### config.mk
export PLATFORM = sky130hd
export DESIGN_NAME = multi_stack_shared_free_list_flat
export DESIGN_NICKNAME = d
export VERILOG_FILES = /design/src/design/msfl_pkg.sv /design/src/design/msfl_if.sv /design/src/design/msfl_ram.sv /design/src/design/multi_stack_shared_free_list.sv /design/src/flat_wrapper.sv
export SDC_FILE = /design/constraint.sdc
export NUM_CORES = 2
export LEC_CHECK = 0
export BUFFER_PORTS_ARGS = -buffer_cell sky130_fd_sc_hd__buf_2
export CORE_MARGIN = 2
export CORE_UTILIZATION = 30
export CTS_BUF_LIST = sky130_fd_sc_hd__clkbuf_8
export DETAILED_ROUTE_END_ITERATION = 8
export PLACE_DENSITY = 0.53
export SYNTH_ARGS = -nofsm -noshare
export SYNTH_HDL_FRONTEND = slang
export SYNTH_SLANG_ARGS = --single-unit
### constraint.sdc
create_clock -name clk -period 6.7 [get_ports clk]
set_input_delay 1.005 -clock clk [delete_from_list [all_inputs] [get_ports clk]]
set_output_delay 1.005 -clock clk [all_outputs]
set_load 0.02 [all_outputs]
### src/design/msfl_pkg.sv
// ----------------------------------------------------------------------------
// msfl_pkg
// Shared types and codes for the multi-stack shared free list.
// ----------------------------------------------------------------------------
package msfl_pkg;

  localparam int STACK_ID_W = 3;
  localparam int DATA_W     = 32;

  typedef enum logic {
    OP_PUSH = 1'b0,
    OP_POP  = 1'b1
  } op_t;

  typedef enum logic [1:0] {
    STATUS_OK        = 2'd0,
    STATUS_OVERFLOW  = 2'd1,
    STATUS_UNDERFLOW = 2'd2
  } status_t;

  typedef enum logic [1:0] {
    ST_IDLE,
    ST_LOOK,
    ST_POP
  } state_t;

  typedef logic [STACK_ID_W-1:0]    stack_id_t;
  typedef logic signed [DATA_W-1:0] data_t;

endpackage

### src/design/msfl_if.sv
// ----------------------------------------------------------------------------
// msfl_in_if / msfl_out_if
// Valid/ready channels for operations and their results.
// ----------------------------------------------------------------------------
interface msfl_in_if
  import msfl_pkg::*;
();
  logic      valid;
  logic      ready;
  op_t       op;
  stack_id_t stack_id;
  data_t     push_value;

  modport source (output valid, output op, output stack_id, output push_value,
                  input ready);
  modport sink   (input valid, input op, input stack_id, input push_value,
                  output ready);
endinterface

interface msfl_out_if
  import msfl_pkg::*;
();
  logic    valid;
  logic    ready;
  data_t   pop_value;
  status_t status;

  modport source (output valid, output pop_value, output status, input ready);
  modport sink   (input valid, input pop_value, input status, output ready);
endinterface

### src/design/msfl_ram.sv
// ----------------------------------------------------------------------------
// msfl_ram
// Simple dual-port synchronous RAM, one write and one read port, registered
// read data held while the read enable is low.
// ----------------------------------------------------------------------------
module msfl_ram #(
  parameter int DEPTH = 64,
  parameter int WIDTH = 32
) (
  input  logic                                        clk,
  input  logic                                        we,
  input  logic [(DEPTH > 1 ? $clog2(DEPTH) : 1)-1:0]  waddr,
  input  logic [WIDTH-1:0]                            wdata,
  input  logic                                        re,
  input  logic [(DEPTH > 1 ? $clog2(DEPTH) : 1)-1:0]  raddr,
  output logic [WIDTH-1:0]                            rdata
);

  logic [WIDTH-1:0] mem [DEPTH];

  always_ff @(posedge clk) begin
    if (we) begin
      mem[waddr] <= wdata;
    end
  end

  always_ff @(posedge clk) begin
    if (re) begin
      rdata <= mem[raddr];
    end
  end

endmodule

### src/design/multi_stack_shared_free_list.sv
// ----------------------------------------------------------------------------
// multi_stack_shared_free_list
// Several LIFO stacks sharing one slot store, with a linked free list.
//
//   channel  dir  signals                             accepted when
//   in_ch    in   op, stack_id, push_value            valid && ready
//   out_ch   out  pop_value, status                   valid && ready
//
// A push reads the head pointer and the free-list slot, then writes back;
// a pop of a non-empty stack makes one more read of the top slot before the
// write-back, since the slot memory has a single read port. A new item is
// taken only from idle.
// Reset is immediate: untouched slot links are implied by a fill mark, so
// no clearing pass runs. A stalled result holds the sequencer in its last
// state with nothing written back until the output register frees up.
// ----------------------------------------------------------------------------
module multi_stack_shared_free_list
  import msfl_pkg::*;
#(
  parameter int NUM_STACKS  = 8,
  parameter int NUM_SLOTS   = 64,
  parameter int VALUE_WIDTH = 32
) (
  input  logic        clk,
  input  logic        rst_n,
  msfl_in_if.sink     in_ch,
  msfl_out_if.source  out_ch
);

  localparam int SW = (NUM_STACKS > 1) ? $clog2(NUM_STACKS) : 1;
  localparam int AW = $clog2(NUM_SLOTS);
  localparam int PW = $clog2(NUM_SLOTS + 1);
  localparam logic [PW-1:0] NULL_PTR = PW'(NUM_SLOTS);

  state_t state_r, state_nxt;

  logic                   op_pop_r;
  logic [SW-1:0]          sid_r;
  data_t                  val_r;
  logic                   hvld_r;
  logic [PW-1:0]          slot_r, slot_nxt;
  logic [PW-1:0]          fh_r, fh_nxt;
  logic [PW-1:0]          hw_r, hw_nxt;
  logic [NUM_STACKS-1:0]  hv_r;

  logic                   accept;
  logic                   out_free;
  logic [SW-1:0]          sid_w;
  logic [6:0]             sid_tmp;

  logic                   hd_we, hd_re;
  logic [PW-1:0]          hd_wdata, hd_rdata;
  logic                   sl_we, sl_re;
  logic [AW-1:0]          sl_waddr, sl_raddr;
  logic [PW+VALUE_WIDTH-1:0] sl_wdata, sl_rdata;
  logic [PW-1:0]          sl_link;
  logic [VALUE_WIDTH-1:0] sl_value;
  logic [VALUE_WIDTH-1:0] store_val;
  logic [PW-1:0]          head_ptr;

  logic                   out_ld;
  data_t                  res_val;
  status_t                res_status;
  logic                   out_valid_r;
  data_t                  pop_value_r;
  status_t                status_r;

  assign accept   = in_ch.valid && in_ch.ready;
  assign out_free = !out_valid_r || out_ch.ready;

  // wrap the stack id onto the configured stack count
  always_comb begin
    sid_tmp = {4'd0, in_ch.stack_id};
    for (int i = 0; i < 8; i++) begin
      if (sid_tmp >= 7'(NUM_STACKS)) begin
        sid_tmp = sid_tmp - 7'(NUM_STACKS);
      end
    end
    sid_w = SW'(sid_tmp);
  end

  assign sl_link   = sl_rdata[PW+VALUE_WIDTH-1:VALUE_WIDTH];
  assign sl_value  = sl_rdata[VALUE_WIDTH-1:0];
  assign store_val = VALUE_WIDTH'(val_r);
  assign head_ptr  = hvld_r ? hd_rdata : NULL_PTR;

  msfl_ram #(
    .DEPTH (NUM_STACKS),
    .WIDTH (PW)
  ) u_head_ram (
    .clk   (clk),
    .we    (hd_we),
    .waddr (sid_r),
    .wdata (hd_wdata),
    .re    (hd_re),
    .raddr (sid_w),
    .rdata (hd_rdata)
  );

  msfl_ram #(
    .DEPTH (NUM_SLOTS),
    .WIDTH (PW + VALUE_WIDTH)
  ) u_slot_ram (
    .clk   (clk),
    .we    (sl_we),
    .waddr (sl_waddr),
    .wdata (sl_wdata),
    .re    (sl_re),
    .raddr (sl_raddr),
    .rdata (sl_rdata)
  );

  // next state
  always_comb begin
    state_nxt = state_r;
    case (state_r)
      ST_IDLE: begin
        if (accept) begin
          state_nxt = ST_LOOK;
        end
      end
      ST_LOOK: begin
        if (op_pop_r && head_ptr < NULL_PTR) begin
          state_nxt = ST_POP;
        end else if (out_free) begin
          state_nxt = ST_IDLE;
        end
      end
      ST_POP: begin
        if (out_free) begin
          state_nxt = ST_IDLE;
        end
      end
      default: state_nxt = ST_IDLE;
    endcase
  end

  // datapath control
  always_comb begin
    in_ch.ready = 1'b0;
    hd_re       = 1'b0;
    hd_we       = 1'b0;
    hd_wdata    = fh_r;
    sl_re       = 1'b0;
    sl_raddr    = fh_r[AW-1:0];
    sl_we       = 1'b0;
    sl_waddr    = fh_r[AW-1:0];
    sl_wdata    = {head_ptr, store_val};
    fh_nxt      = fh_r;
    hw_nxt      = hw_r;
    slot_nxt    = slot_r;
    out_ld      = 1'b0;
    res_val     = '0;
    res_status  = STATUS_OK;
    case (state_r)
      ST_IDLE: begin
        in_ch.ready = 1'b1;
        if (accept) begin
          hd_re = 1'b1;
          sl_re = 1'b1;
        end
      end
      ST_LOOK: begin
        if (!op_pop_r) begin
          if (out_free) begin
            out_ld = 1'b1;
            if (fh_r >= NULL_PTR) begin
              res_status = STATUS_OVERFLOW;
            end else begin
              sl_we = 1'b1;
              hd_we = 1'b1;
              // slots at or above the fill mark still hold their reset link
              fh_nxt = (fh_r >= hw_r) ? fh_r + PW'(1) : sl_link;
              hw_nxt = (fh_r == hw_r) ? hw_r + PW'(1) : hw_r;
            end
          end
        end else if (head_ptr >= NULL_PTR) begin
          if (out_free) begin
            out_ld     = 1'b1;
            res_val    = '1;
            res_status = STATUS_UNDERFLOW;
          end
        end else begin
          sl_re    = 1'b1;
          sl_raddr = head_ptr[AW-1:0];
          slot_nxt = head_ptr;
        end
      end
      ST_POP: begin
        if (out_free) begin
          out_ld   = 1'b1;
          res_val  = data_t'(32'($signed(sl_value)));
          hd_we    = 1'b1;
          hd_wdata = sl_link;
          sl_we    = 1'b1;
          sl_waddr = slot_r[AW-1:0];
          sl_wdata = {fh_r, sl_value};
          fh_nxt   = slot_r;
        end
      end
      default: ;
    endcase
  end

  always_ff @(posedge clk) begin
    if (!rst_n) begin
      state_r <= ST_IDLE;
      fh_r    <= '0;
      hw_r    <= '0;
      hv_r    <= '0;
    end else begin
      state_r <= state_nxt;
      fh_r    <= fh_nxt;
      hw_r    <= hw_nxt;
      if (hd_we) begin
        hv_r[sid_r] <= 1'b1;
      end
    end
  end

  always_ff @(posedge clk) begin
    if (accept) begin
      op_pop_r <= (in_ch.op == OP_POP);
      sid_r    <= sid_w;
      val_r    <= in_ch.push_value;
      hvld_r   <= hv_r[sid_w];
    end
    slot_r <= slot_nxt;
  end

  // output register
  always_ff @(posedge clk) begin
    if (!rst_n) begin
      out_valid_r <= 1'b0;
    end else if (out_ld) begin
      out_valid_r <= 1'b1;
    end else if (out_ch.ready) begin
      out_valid_r <= 1'b0;
    end
  end

  always_ff @(posedge clk) begin
    if (out_ld) begin
      pop_value_r <= res_val;
      status_r    <= res_status;
    end
  end

  assign out_ch.valid     = out_valid_r;
  assign out_ch.pop_value = pop_value_r;
  assign out_ch.status    = status_r;

endmodule
### src/flat_wrapper.sv
// flat-port wrapper written by rule: the top's interface ports become plain ports
module multi_stack_shared_free_list_flat import msfl_pkg::*;
#(
  parameter int NUM_STACKS  = 8,
  parameter int NUM_SLOTS   = 64,
  parameter int VALUE_WIDTH = 32
)
  (clk, rst_n, in_ch_valid, in_ch_op, in_ch_stack_id, in_ch_push_value, in_ch_ready, out_ch_valid, out_ch_pop_value, out_ch_status, out_ch_ready);
  msfl_in_if in_ch_i ();
  msfl_out_if out_ch_i ();
  input  logic clk;
  input  logic rst_n;
  input wire logic [$bits(in_ch_i.valid)-1:0] in_ch_valid;
  input wire logic [$bits(in_ch_i.op)-1:0] in_ch_op;
  input wire logic [$bits(in_ch_i.stack_id)-1:0] in_ch_stack_id;
  input wire logic [$bits(in_ch_i.push_value)-1:0] in_ch_push_value;
  output wire logic [$bits(in_ch_i.ready)-1:0] in_ch_ready;
  output wire logic [$bits(out_ch_i.valid)-1:0] out_ch_valid;
  output wire logic [$bits(out_ch_i.pop_value)-1:0] out_ch_pop_value;
  output wire logic [$bits(out_ch_i.status)-1:0] out_ch_status;
  input wire logic [$bits(out_ch_i.ready)-1:0] out_ch_ready;
  assign in_ch_i.valid = in_ch_valid;
  assign in_ch_i.op = in_ch_op;
  assign in_ch_i.stack_id = in_ch_stack_id;
  assign in_ch_i.push_value = in_ch_push_value;
  assign in_ch_ready = in_ch_i.ready;
  assign out_ch_valid = out_ch_i.valid;
  assign out_ch_pop_value = out_ch_i.pop_value;
  assign out_ch_status = out_ch_i.status;
  assign out_ch_i.ready = out_ch_ready;
  multi_stack_shared_free_list #(.NUM_STACKS(NUM_STACKS), .NUM_SLOTS(NUM_SLOTS), .VALUE_WIDTH(VALUE_WIDTH)) u_core (.clk(clk), .rst_n(rst_n), .in_ch(in_ch_i), .out_ch(out_ch_i));
endmodule
======== Word level (Yosys, flattened, before mapping) ========
Memories as Yosys holds them, arrays and structs flattened. A register that Yosys moved wholly into a read port is not among the register bits.
Index checks and enable logic that the tools add are counted.
storage, ports and cells
  flip-flop bits (word level) ............. 103
  output and inout bits ................... 36
  memories ................................ 2
  RAM bits ................................ 2552
operators by class
  magnitude comparators ................... 7
  add/sub/neg operators ................... 2
  bitwise gates (word level) .............. 4
  muxes and demuxes ....................... 52
  eq/ne operators ......................... 8
  reductions and logical operators ........ 11
memories
  memory                 words  width  rd ports  clocked after memory_dff  wr ports  line            text
  u_core.u_slot_ram.mem  64     39     1         1                         1         msfl_ram.sv:19  logic [WIDTH-1:0] mem [DEPTH];
  u_core.u_head_ram.mem  8      7      1         1                         1         msfl_ram.sv:19
operators by type and width
  operator               count
  $mux W32               4
  $mux W39               2
  $pmux W32 S2           1
  $mux W7                8
  $mux W6                5
  $mux W1                18
  $add A7 B1 Y7 const B  2
  $ge A7 B7 Y1 const B   2
  $mux W2                7
  $pmux W7 S2            1
  $reduce_and A5 Y1      2
  $lt A3 B4 Y1 const B   2
  $or A8 B8 Y8           1
  $eq A7 B7 Y1           1
  $ge A7 B7 Y1           1
  $lt A7 B7 Y1 const B   1
  $ne A2 B1 Y1 const B   3
  $pmux W1 S2            3
  $pmux W2 S3            1
  $ne A2 B2 Y1 const B   2
  $reduce_bool A2 Y1     2
  $bmux W1 S3            1
  $demux W1 S3           1
  $ge A3 B1 Y1 const B   1
  8 further kinds        12

======== Logic depth before layout (Yosys ltp) ========
  depth in word-level cells ............... 7
  mapped depth ............................ 14
  depth with buffers taken out ............ 10

======== By module ========
From an unflattened synthesis, not the netlist that was laid out.
second synthesis, totals
  cells, all modules ...................... 4643
  area total of the unflattened synthesis .. 103207.7 um^2
by module, submodules not included
  module                         cells each  times used  seq. area each (um^2)  area each (um^2)
  msfl_ram at u_core.u_slot_ram  4059        1           76123.0                95743.1
  multi_stack_shared_free_list   483         1           2842.7                 5028.6
  msfl_ram at u_core.u_head_ram  101         1           1891.8                 2436.1

======== Worst setup path after synthesis ========
No wires, ideal clock.
  path type ............................... input-to-reg
  start point ............................. input out_ch_ready
  end point ............................... memory u_core.u_slot_ram.mem[0][32] (netlist name), data pin
  slack ................................... 1.595 ns
  data required time ...................... 5.998 ns
  library setup time ...................... 0.702 ns
  data arrival time ....................... 4.403 ns
  cell stages on the path ................. 6
  cells stage by stage .................... nand2b_1 > clkbuf_1 > nand2_1 > clkbuf_1 > buf_1 > o21ai_0
on the way
  word-level cells in the longest chain between the ends .. 3
RTL lines
  element                  line                                 text
  from (decl)              flat_wrapper.sv:21                   input wire logic [$bits(out_ch_i.ready)-1:0] out_ch_ready;
  $logic_or A1 B1 Y1       multi_stack_shared_free_list.sv:69   assign out_free = !out_valid_r || out_ch.ready;
  $mux W39                 multi_stack_shared_free_list.sv:190  if (out_free) begin
  $mux W39                 multi_stack_shared_free_list.sv:155  case (state_r)
  net u_core.sl_wdata[32]  multi_stack_shared_free_list.sv:55   logic [PW+VALUE_WIDTH-1:0] sl_wdata, sl_rdata;
  to (decl)                msfl_ram.sv:19
The timed path passes the listed nets, and every way through them passes these cells.

======== Final worst setup path ========
  start point ............................. register u_core.state_r[1]
  end point ............................... register u_core.u_slot_ram.rdata[4] (read register of u_core.u_slot_ram.mem), data pin
on the way
  word-level cells in the longest chain between the ends .. 5
RTL lines
  element                 line                                 text
  from (decl)             multi_stack_shared_free_list.sv:35   state_t state_r, state_nxt;
  from (signal assigned)  multi_stack_shared_free_list.sv:212  state_r <= state_nxt;
  $logic_not A2 Y1        multi_stack_shared_free_list.sv:155
  $mux W1                 multi_stack_shared_free_list.sv:155
  $logic_and A1 B1 Y1     multi_stack_shared_free_list.sv:68   assign accept = in_ch.valid && in_ch.ready;
  $mux W1                 multi_stack_shared_free_list.sv:158  if (accept) begin
  $pmux W1 S2             multi_stack_shared_free_list.sv:155
  to (decl)               msfl_ram.sv:16                       output logic [WIDTH-1:0] rdata
Several ways; a longest one is shown, not always the timed one.
A chain may end at the register's enable or synchronous reset.

==> summary.txt <==
first-pass GRT wire length: 472 mm
Layout area overhead: 13.9%
clock sinks: 2,701
placer's final routability congestion estimate: 0.851
post-CTS sizing: 0
dpl ws: 1.40 ns
share of post-route cells with drive strength above 1: 0.124
most common flop cell mapped by yosys: edfxtp_1
clk buf depth: 4
clock tree from TritonCTS: done
Synth warnings: 0
Yosys top cell area share: 0.767
period utilization: 0.815
f_max: 183 MHz
min Tclk post-route: 5.46 ns
count leader, synth: edfxtp_1
DRT Pass-1 Iters: 6
NumNets Final: 7,584
RSZ-0062 raised after global routing: false
count of unique library cells instantiated by Yosys: 54
via count: 65,800
Critical Path Fanout Max: 108
Worst EP arrival: 6.19 ns
htree depth: 5
failing checks: capacitance limit
largest net degree at the start of global routing: 168
Remaining Overflow, GRT: 0
initial antenna violation count: 30
Area contributors post-synth: edfxtp_1 77%, nand2_1 7.5%, nand3_1 2.7%, mux2i_1 2.2%, a31oi_1 2.0%
Max Cap Violations: 2
CP Capture Type: register
mapped cell area: 0.105 mm^2
commonest cells in the netlist: 2,676 x edfxtp_1, 2,100 x nand2_1, 573 x nand3_1
Worst slew margin: 0.000928
die width: 595 um
Cell Pwr Density: 297 mW/mm^2
main combinational cell family by area after synthesis: simple AND/OR/NAND/NOR gates
setup violators final: 0
CP max stage cell: a31oi_1
antenna-violating nets left: 0
Layout Skew: 0.0780 ns
post-DP HPWL: 193 mm
Worst Path Required: 7.43 ns
Post-Syn Nets: 7,296
Post-Place Cell Area: 0.111 mm^2
I/O pin total: 76
post-detailed-routing wire length: 335 mm
Synth area leader: edfxtp_1
synthesized area per cell: 14.5 um^2
CTS root buf: clkbuf_8
Residual DRC: 0
Synth Area in Simple Gates: 0.123
crit start category: register
xor and xnor area share after synthesis: 0.000753
Synth Instances: 7,243
post-synthesis register bit count: 2,701
HP Class: input port to register
initial drt markers: 8,926
worst-margin pin slew: 1.49 ns
Post-synth EDFFs: 2,676
Die ar.: 0.354 mm^2
FP Rows: 216
Die Height: 595 um
Synth Area in Compound Gates: 0.0497
Fin. Hold Viols: 0
vias in the first global route: 62,600
mux cell area share after synthesis: 0.0315
port bufs: 75
GRT Util Overall: 0.183
crit-path max cell delay: 1.06 ns
CP Class: register to register
setup TNS: 0 ns
Initial Utilization: 0.302
Reg clk slew, reported paths: 0.06 ns
core area: 0.347 mm^2
leakage: 40.3 nW
Final Max Slew Viols: 0
Synth Area in Adders: 0.00155
async set or reset register ratio after synthesis: 0
routed vias/inst: 5.28
crit-path cells: inv_1 > ha_1 > nand4b_4 > inv_4 > mux2i_4 > buf_12 > buf_4 > mux2i_1 > a32oi_1 > and3_1 > a31oi_1 > nand4_1
worst vdd ir: 185 uV
fin area: 0.119 mm^2
status: finished, violations left
Setup WS post-layout: 1.24 ns
WL/cell: 26.9 um
register area share after synthesis: 0.772
clk_lat worst skew: 1.13 ns
total CTS buffers: 450
[layer usage]
metal / global-route usage / up-vias / part of all wire
li1: - / 27900 / -
met1: 0.270 / 33800 / 0.43
met2: 0.275 / 3529 / 0.44
met3: 0.0365 / 543 / 0.10
met4: 0.0491 / 8 / 0.024
met5: 0 / - / 0.00013
[where the power goes]
group,switching [mW],internal [mW]
Combinational,2.58,0.856
Clock,6.53,6.45
Sequential,0.191,18.8
[what timing repair did]
action	in CTS	in global routing
buffers inserted	0	0
hold buffers	2	0
setup endpoints to repair	0	0
hold endpoints to repair	2	0
[state kept, by name (all words and copies together) (netlist names), 8 cells and up]
| register | flops |
|---|---|
| u_core.u_slot_ram.rdata | 39 |
| u_core.store_val | 32 |
| u_core.hv_r | 8 |
| u_core.out_ch.pop_value | 32 |
| u_core.u_slot_ram.mem | 2496 |
| u_core.u_head_ram.mem | 56 |
[cell type report]
class	count	area, um^2
Antenna cell	12	30.0
Clock buffer	458	6300
Clock inverter	338	1480
Fill cell	33400	227000
Inverter	17	66.3
Multi-Input combinational cell	4073	22400
Sequential cell	2701	80900
Tap cell	4578	5730
Timing Repair Buffer	288	2420
[placed cells by master (no fill, tap or decap), types with 20 or more instances in the layout]
master / netlist / layout
a21boi_0: 35 / 35
edfxtp_1: 2676 / 2676
mux4_2: 33 / 33
and3_1: 68 / 68
clkinv_1: 0 / 116
inv_1: 16 / 180
nor2_4: 0 / 69
clkbuf_8: 0 / 458
a221oi_1: 27 / 27
buf_4: 36 / 176
nand4_1: 120 / 120
buf_12: 0 / 35
nand2_1: 2100 / 2063
nand2_4: 0 / 20
clkinv_2: 0 / 43
nand3_1: 573 / 573
a31oi_1: 341 / 341
a21oi_1: 48 / 47
dfxtp_1: 25 / 25
a32oi_1: 195 / 195
mux2i_1: 232 / 230
buf_2: 266 / 75
[worst paths after layout]
| path | slack (ns) | cells past startpoint | startpoint | to |
|---|---|---|---|---|
| setup / recovery | 1.24 | 12 | u_core.state_r[1]$_SDFFE_PN0P_ | u_core.u_slot_ram.rdata[4]$_DFFE_PP_ |
| hold / removal | 0.1 | 1 | in_ch_push_value[13] | u_core.store_val[13]$_DFFE_PP_ |
| setup reg to reg | 1.24 | 12 | u_core.state_r[1]$_SDFFE_PN0P_ | u_core.u_slot_ram.rdata[4]$_DFFE_PP_ |
| hold reg to reg | 0.46 | 1 | u_core.hv_r[2]$_SDFFE_PN0P_ | u_core.hv_r[2]$_SDFFE_PN0P_ |
[critical path, delay by kind of cell (launching register included)]
kind,cells,cell delay [ns]
AOI/OAI and AO/OA,2,1.15
adders and majority gates,1,0.30
buffers and inverters,4,1.39
DFF,1,0.33
muxes,2,1.02
and+or+nand+nor,3,0.76
[logic make-up (layout without fill, tap and decap cells)]
kind of cell,after synthesis,in the layout
AO/OA/AOI/OAI,736,736
XOR/XNOR,9,9
adder cells (fa/ha/maj),13,13
buffers and inverters,469,1101
flip-flops,2701,2701
multiplexers,286,286
other,0,12
AND/OR/NAND/NOR,3029,3029
[through the flow]
step,std cells,total power [mW],hold slack [ns],utilization
detailed placement,11700,22.7,0.452,0.322
global placement,11700,22.7,0.442,0.322
floorplan,7243,21.2,0.435,-
finish,12500,35.4,0.0977,0.344
CTS,12500,35.6,0.00296,0.344
global route,12500,36.5,0.0269,0.344
(Power assumes the default switching activity.)
